[config.mk]
export PLATFORM = sky130hd
export DESIGN_NAME = bllca_seq
export DESIGN_NICKNAME = d
export VERILOG_FILES = /design/src/rtl/bllca_pkg.sv /design/src/rtl/bllca_seq.sv
export SDC_FILE = /design/constraint.sdc
export NUM_CORES = 1
export LEC_CHECK = 0
export ABC_AREA = 1
export BUFFER_PORTS_ARGS = -buffer_cell sky130_fd_sc_hd__buf_2
export CELL_PAD_IN_SITES_DETAIL_PLACEMENT = 0
export CELL_PAD_IN_SITES_GLOBAL_PLACEMENT = 1
export CORE_ASPECT_RATIO = 1.2
export CORE_MARGIN = 2
export CORE_UTILIZATION = 32
export DETAILED_ROUTE_END_ITERATION = 10
export PLACE_DENSITY_LB_ADDON = 0.1
export SLEW_MARGIN = 20
export SYNTH_ARGS = -nofsm -noshare
export SYNTH_HDL_FRONTEND = slang
export SYNTH_SLANG_ARGS = --single-unit
[constraint.sdc]
create_clock -name clk -period 2.3 [get_ports clk]
set_input_delay 0.345 -clock clk [delete_from_list [all_inputs] [get_ports clk]]
set_output_delay 0.345 -clock clk [all_outputs]
set_load 0.05 [all_outputs]
[src/rtl/bllca_pkg.sv]
package bllca_pkg;

  localparam int FIELD_W = 10;
  localparam int FUNC_W = 2;
  localparam int PC_W = 5;

  localparam int DEF_NODES = 1024;
  localparam int DEF_LEVELS = 10;

  // operation codes on func
  localparam logic [FUNC_W-1:0] FN_LOAD = 2'd0;
  localparam logic [FUNC_W-1:0] FN_BUILD = 2'd1;
  localparam logic [FUNC_W-1:0] FN_QUERY = 2'd2;

  // jump table read address select
  localparam logic [2:0] JRA_A_LVL = 3'd0;
  localparam logic [2:0] JRA_B_LVL = 3'd1;
  localparam logic [2:0] JRA_A_L0 = 3'd2;
  localparam logic [2:0] JRA_IDX_LO = 3'd3;
  localparam logic [2:0] JRA_Q_LO = 3'd4;

  // jump table write select
  localparam logic [1:0] JWR_NONE = 2'd0;
  localparam logic [1:0] JWR_LOAD = 2'd1;
  localparam logic [1:0] JWR_BUILD = 2'd2;

  // depth store read address select
  localparam logic [1:0] DRA_A = 2'd0;
  localparam logic [1:0] DRA_B = 2'd1;
  localparam logic [1:0] DRA_Q = 2'd2;

  // level counter ops
  localparam logic [2:0] LV_HOLD = 3'd0;
  localparam logic [2:0] LV_TOP = 3'd1;
  localparam logic [2:0] LV_ONE = 3'd2;
  localparam logic [2:0] LV_DEC = 3'd3;
  localparam logic [2:0] LV_INC = 3'd4;

  // node index counter ops
  localparam logic [1:0] IX_HOLD = 2'd0;
  localparam logic [1:0] IX_CLR = 2'd1;
  localparam logic [1:0] IX_INC = 2'd2;

  // result source
  localparam logic [1:0] EM_NONE = 2'd0;
  localparam logic [1:0] EM_A = 2'd1;
  localparam logic [1:0] EM_Q = 2'd2;

  // branch conditions
  localparam logic [2:0] CD_NEVER = 3'd0;
  localparam logic [2:0] CD_NO_LIFT = 3'd1;
  localparam logic [2:0] CD_LVL_NZ = 3'd2;
  localparam logic [2:0] CD_A_EQ_B = 3'd3;
  localparam logic [2:0] CD_IDX_NLAST = 3'd4;
  localparam logic [2:0] CD_LVL_NTOP = 3'd5;
  localparam logic [2:0] CD_ONE_LEVEL = 3'd6;

  // program steps
  localparam logic [PC_W-1:0] ST_LOAD = 5'd0;
  localparam logic [PC_W-1:0] ST_B0 = 5'd1;
  localparam logic [PC_W-1:0] ST_B1 = 5'd2;
  localparam logic [PC_W-1:0] ST_B2 = 5'd3;
  localparam logic [PC_W-1:0] ST_B3 = 5'd4;
  localparam logic [PC_W-1:0] ST_B4 = 5'd5;
  localparam logic [PC_W-1:0] ST_END = 5'd6;
  localparam logic [PC_W-1:0] ST_Q0 = 5'd7;
  localparam logic [PC_W-1:0] ST_Q1 = 5'd8;
  localparam logic [PC_W-1:0] ST_Q2 = 5'd9;
  localparam logic [PC_W-1:0] ST_Q3 = 5'd10;
  localparam logic [PC_W-1:0] ST_L1A = 5'd11;
  localparam logic [PC_W-1:0] ST_L1B = 5'd12;
  localparam logic [PC_W-1:0] ST_L1C = 5'd13;
  localparam logic [PC_W-1:0] ST_L1D = 5'd14;
  localparam logic [PC_W-1:0] ST_P0 = 5'd15;
  localparam logic [PC_W-1:0] ST_P1 = 5'd16;
  localparam logic [PC_W-1:0] ST_P2 = 5'd17;
  localparam logic [PC_W-1:0] ST_P3 = 5'd18;
  localparam logic [PC_W-1:0] ST_P4 = 5'd19;
  localparam logic [PC_W-1:0] ST_P5 = 5'd20;
  localparam logic [PC_W-1:0] ST_EA = 5'd21;

  typedef struct packed {
    logic [2:0]      jt_ra;
    logic [1:0]      jt_wr;
    logic [1:0]      dp_ra;
    logic            dp_we;
    logic            da_ld;
    logic            db_ld;
    logic            a_from_q;
    logic            swap;
    logic            pa_ld;
    logic            upd;
    logic [2:0]      lvl_op;
    logic [1:0]      idx_op;
    logic [1:0]      emit;
    logic [2:0]      cond;
    logic [PC_W-1:0] target;
    logic            fin;
  } ctrl_t;

  typedef struct packed {
    logic no_lift;
    logic lvl_nz;
    logic a_eq_b;
    logic idx_nlast;
    logic lvl_ntop;
    logic one_level;
  } stat_t;

  localparam ctrl_t CTRL_NOP = '{default: '0};

  function automatic logic [PC_W-1:0] entry_pc(input logic [FUNC_W-1:0] f);
    logic [PC_W-1:0] p;
    case (f)
      FN_LOAD: p = ST_LOAD;
      FN_BUILD: p = ST_B0;
      default: p = ST_Q0;
    endcase
    return p;
  endfunction

  // control store
  function automatic ctrl_t ucode(input logic [PC_W-1:0] pc);
    ctrl_t w;
    w = CTRL_NOP;
    case (pc)
      ST_LOAD: begin
        w.jt_wr = JWR_LOAD;
        w.dp_we = 1'b1;
        w.fin = 1'b1;
      end
      ST_B0: begin
        w.lvl_op = LV_ONE;
        w.idx_op = IX_CLR;
        w.cond = CD_ONE_LEVEL;
        w.target = ST_END;
      end
      ST_B1: w.jt_ra = JRA_IDX_LO;
      ST_B2: w.jt_ra = JRA_Q_LO;
      ST_B3: begin
        w.jt_wr = JWR_BUILD;
        w.idx_op = IX_INC;
        w.cond = CD_IDX_NLAST;
        w.target = ST_B1;
      end
      ST_B4: begin
        w.lvl_op = LV_INC;
        w.cond = CD_LVL_NTOP;
        w.target = ST_B1;
      end
      ST_END: w.fin = 1'b1;
      ST_Q0: w.dp_ra = DRA_A;
      ST_Q1: begin
        w.dp_ra = DRA_B;
        w.da_ld = 1'b1;
      end
      ST_Q2: w.db_ld = 1'b1;
      ST_Q3: begin
        w.swap = 1'b1;
        w.lvl_op = LV_TOP;
      end
      ST_L1A: begin
        w.jt_ra = JRA_A_LVL;
        w.cond = CD_NO_LIFT;
        w.target = ST_L1D;
      end
      ST_L1B: begin
        w.a_from_q = 1'b1;
        w.dp_ra = DRA_Q;
      end
      ST_L1C: w.da_ld = 1'b1;
      ST_L1D: begin
        w.lvl_op = LV_DEC;
        w.cond = CD_LVL_NZ;
        w.target = ST_L1A;
      end
      ST_P0: begin
        w.lvl_op = LV_TOP;
        w.cond = CD_A_EQ_B;
        w.target = ST_EA;
      end
      ST_P1: w.jt_ra = JRA_A_LVL;
      ST_P2: begin
        w.jt_ra = JRA_B_LVL;
        w.pa_ld = 1'b1;
      end
      ST_P3: begin
        w.upd = 1'b1;
        w.lvl_op = LV_DEC;
        w.cond = CD_LVL_NZ;
        w.target = ST_P1;
      end
      ST_P4: w.jt_ra = JRA_A_L0;
      ST_P5: begin
        w.emit = EM_Q;
        w.fin = 1'b1;
      end
      ST_EA: begin
        w.emit = EM_A;
        w.fin = 1'b1;
      end
      default: w = CTRL_NOP;
    endcase
    return w;
  endfunction

endpackage

[src/rtl/bllca_seq.sv]
module bllca_seq
  import bllca_pkg::*;
(
  input  logic              clk,
  input  logic              rst,
  input  logic              accept,
  input  logic [FUNC_W-1:0] func,
  input  stat_t             stat,
  output ctrl_t             cw,
  output logic              busy
);

  logic [PC_W-1:0] pc;
  logic            running;
  ctrl_t           word;
  logic            taken;

  assign word = ucode(pc);
  assign cw = running ? word : CTRL_NOP;
  assign busy = running;

  always_comb begin
    case (word.cond)
      CD_NO_LIFT: taken = stat.no_lift;
      CD_LVL_NZ: taken = stat.lvl_nz;
      CD_A_EQ_B: taken = stat.a_eq_b;
      CD_IDX_NLAST: taken = stat.idx_nlast;
      CD_LVL_NTOP: taken = stat.lvl_ntop;
      CD_ONE_LEVEL: taken = stat.one_level;
      default: taken = 1'b0;
    endcase
  end

  always_ff @(posedge clk) begin
    if (rst) begin
      running <= 1'b0;
      pc <= ST_LOAD;
    end else if (accept) begin
      // unused function code starts nothing
      running <= (func == FN_LOAD) || (func == FN_BUILD) || (func == FN_QUERY);
      pc <= entry_pc(func);
    end else if (running) begin
      if (word.fin) begin
        running <= 1'b0;
      end else if (taken) begin
        pc <= word.target;
      end else begin
        pc <= pc + 1'b1;
      end
    end
  end

endmodule

==> key figures <==
Cells and area
  – # diodes: 0
  – Non-filler cells, final: 240
  – Leading cell type in the layout, fill and taps excluded: buf_2
  – Most frequent cells in the layout: 39 x buf_2, 23 x nor2_1, 21 x nand2_1
  – Finished Cell Area: 0.00137 sq mm
  – Post-Route Utilization: 0.447
  – Final net count: 222
  – P&R area growth vs syn: 32.8%
  – Proportion of layout cells with a drive suffix above 1: 0.451

Floorplan
  – Core ar.: around 0.003 sq mm
  – Die area: about 0.0037 sq mm
  – Row cnt: 22
  – Starting Density: 0.337
  – Die extent in x: about 56 um
  – Die Ht: around 66 um
  – I/O pin cnt: 42

Critical path
  – Startpoint Class: flop
  – Crit path kind: reg -> out
  – Worst EP required: slightly below 2000 ps
  – Worst Path Arrival: approximately 1900 ps
  – Worst Setup End Kind: primary output
  – CP Max Fanout: 5

Status
  – Status: finished clean

Route
  – Vias: 1165
  – Detailed Routing Iterations Pass 1: 4
  – Residual DRC: 0
  – DR WL/cell: between 10 and 15 um
  – WL final: between 2 and 3 mm
  – Vias/cell: about 4.9
  – Initial DRC count: 29
  – DRT antenna net count: 0

Clock network
  – Clk_lat worst skew: ~240 ps
  – Post-CTS Hold Buffers: 0
  – Clock root buffer: clkbuf_4
  – CTS clk-pin slew, worst paths: about 40 ps
  – Clock Tree Buf Depth: 2
  – Num CTS Buffers: 3
  – Clock Sinks: 6
  – Htree depth: 1
  – CTS tree: built

Global routing
  – Tot GR Track Use: 0.159
  – Initial antenna violation count: 0
  – Vias in the first global route: 1075
  – Pin count of the biggest net entering global routing: 14
  – Overflow after GRT: 0
  – First-pass GRT wire length: ~4.6 mm

Yosys
  – Post-synth EDFFs: 0
  – Ys async rst share: 0
  – Main flop type after synthesis: dfxtp_1
  – Yosys reg bits: 6
  – Post-synth top area share: 0.117
  – Area leader, netlist: dfxtp_1
  – Synth Warn #: 0
  – Unique masters post-synth: 35
  – Syn Area/Cell: 6.51 sq um
  – Mapped Cells: roughly 160
  – Register area share after synthesis: 0.117
  – Largest cells by area after synthesis: dfxtp_1 12%, nor2_1 8.4%, inv_1 7.7%, nand2_1 7.7%, nand3_1 7.3%
  – Post-synth net total: 174
  – Syn Std Cell Area: roughly 0.001 sq mm

STA
  – Setup TNS: 0 ps
  – Part of the cycle the worst path needs: 0.957
  – Final Max Tran Viols: 0
  – Clock period minus worst slack: roughly 2200 ps
  – Number of setup violations in the final report: 0
  – Slew @ Worst Pin: about 340 ps
  – RSZ-0062 raised after global routing: true
  – Final Hold Fails: 0
  – Clock skew: approximately 0.54 ps
  – Max Clk Rate: about 450 MHz
  – Slew Limit Headroom: 0.770

Placement
  – Dpl cell area: 0.00129 sq mm
  – Placed Cells incl. Taps: approximately 240
  – Number of I/O port buffers: 41
  – HPWL Detailed: approximately 2.5 mm
  – GP Congestion: approximately 0.8

Power
  – Pleak: 0.727 nW
  – VDD IR-drop max: 0.000294 V
  – PD cells: 362 mW/mm^2

Worst hold path
  – Hold Crit Class: in -> reg

Job
  – Max Cap Viol: 0
[registers in the layout, indices dropped and copies added, names as in the netlist]
name  cells
busy      1
pc        5
[logic make-up after synthesis]
kind of cell,share of synthesized area
AOI/OAI and AO/OA,0.107
xor gates and xnor gates,0.0170
adders and majority gates,0.0608
buffers and inverters,0.153
DFF,0.117
and+or+nand+nor,0.545
[worst paths after layout]
check	startpoint	to	slack [ps]	cells after the start
max	pc[0]$_SDFFE_PP0P_	cw[3]	100	9
min	func[0]	busy$_SDFF_PP0_	320	2
max reg2reg	pc[0]$_SDFFE_PP0P_	pc[1]$_SDFFE_PP0P_	370	14
min reg2reg	pc[4]$_SDFFE_PP0P_	pc[4]$_SDFFE_PP0P_	600	2
[synthesized netlist by cell type, drive strengths merged (4+ instances only)]
cell	count
a21oi	8
nand4	6
buf	5
o21ai	7
dfxtp	6
nor2	31
ha	5
nand3	18
nand2	32
inv	26
nor3	4
[power by group]
part / switching, mW / total (mW) / internal, mW
sequential: 0.00769 / 0.119 / 0.112
combinational: 0.195 / 0.283 / 0.0881
clock: 0.0340 / 0.0927 / 0.0587
total: 0.236 / 0.495 / 0.258
[metal layers]
metal | share of wire | GRT usage | routed length (um)
met2 | 0.52 | 0.317 | 1470
met5 | 0 | 0 | 0
met4 | 0.012 | 0.0549 | 34
met3 | 0.039 | 0.0157 | 108
met1 | 0.43 | 0.172 | 1200
[area by class of cell]
class	count	area, sq um
repair buffers	49	274
flip-flops and latches	6	125
inverters	26	105
multi-input cells	120	795
fillers	359	1690
clock buffers	3	22.5
well taps	36	45.0
[stage by stage]
step | hold WS, ps | worst slack (ps) | power [mW]
after floorplan | 414 | -275 | 0.336
after global placement | 582 | 158 | 0.396
after detailed placement | 581 | 98.5 | 0.397
after CTS | 326 | 18.5 | 0.495
after global routing | 330 | -1.62 | 0.535
final | 323 | 98.6 | 0.495
[timing repair]
action	CTS	global route
buffers inserted	0	1
hold endpoints to repair	0	0
pin swaps	0	1
gates resized for setup	5	8
setup endpoints to repair	1	3
[worst max-delay path: stages (launching register included)]
cell	delay [ps]
dfxtp_4	380
ha_4	160
inv_1	50
nor2_1	110
ha_2	200
inv_2	60
and3_4	180
or2_2	260
inv_1	70
buf_6	150
Note: power is estimated with default switching activity, not from simulation.
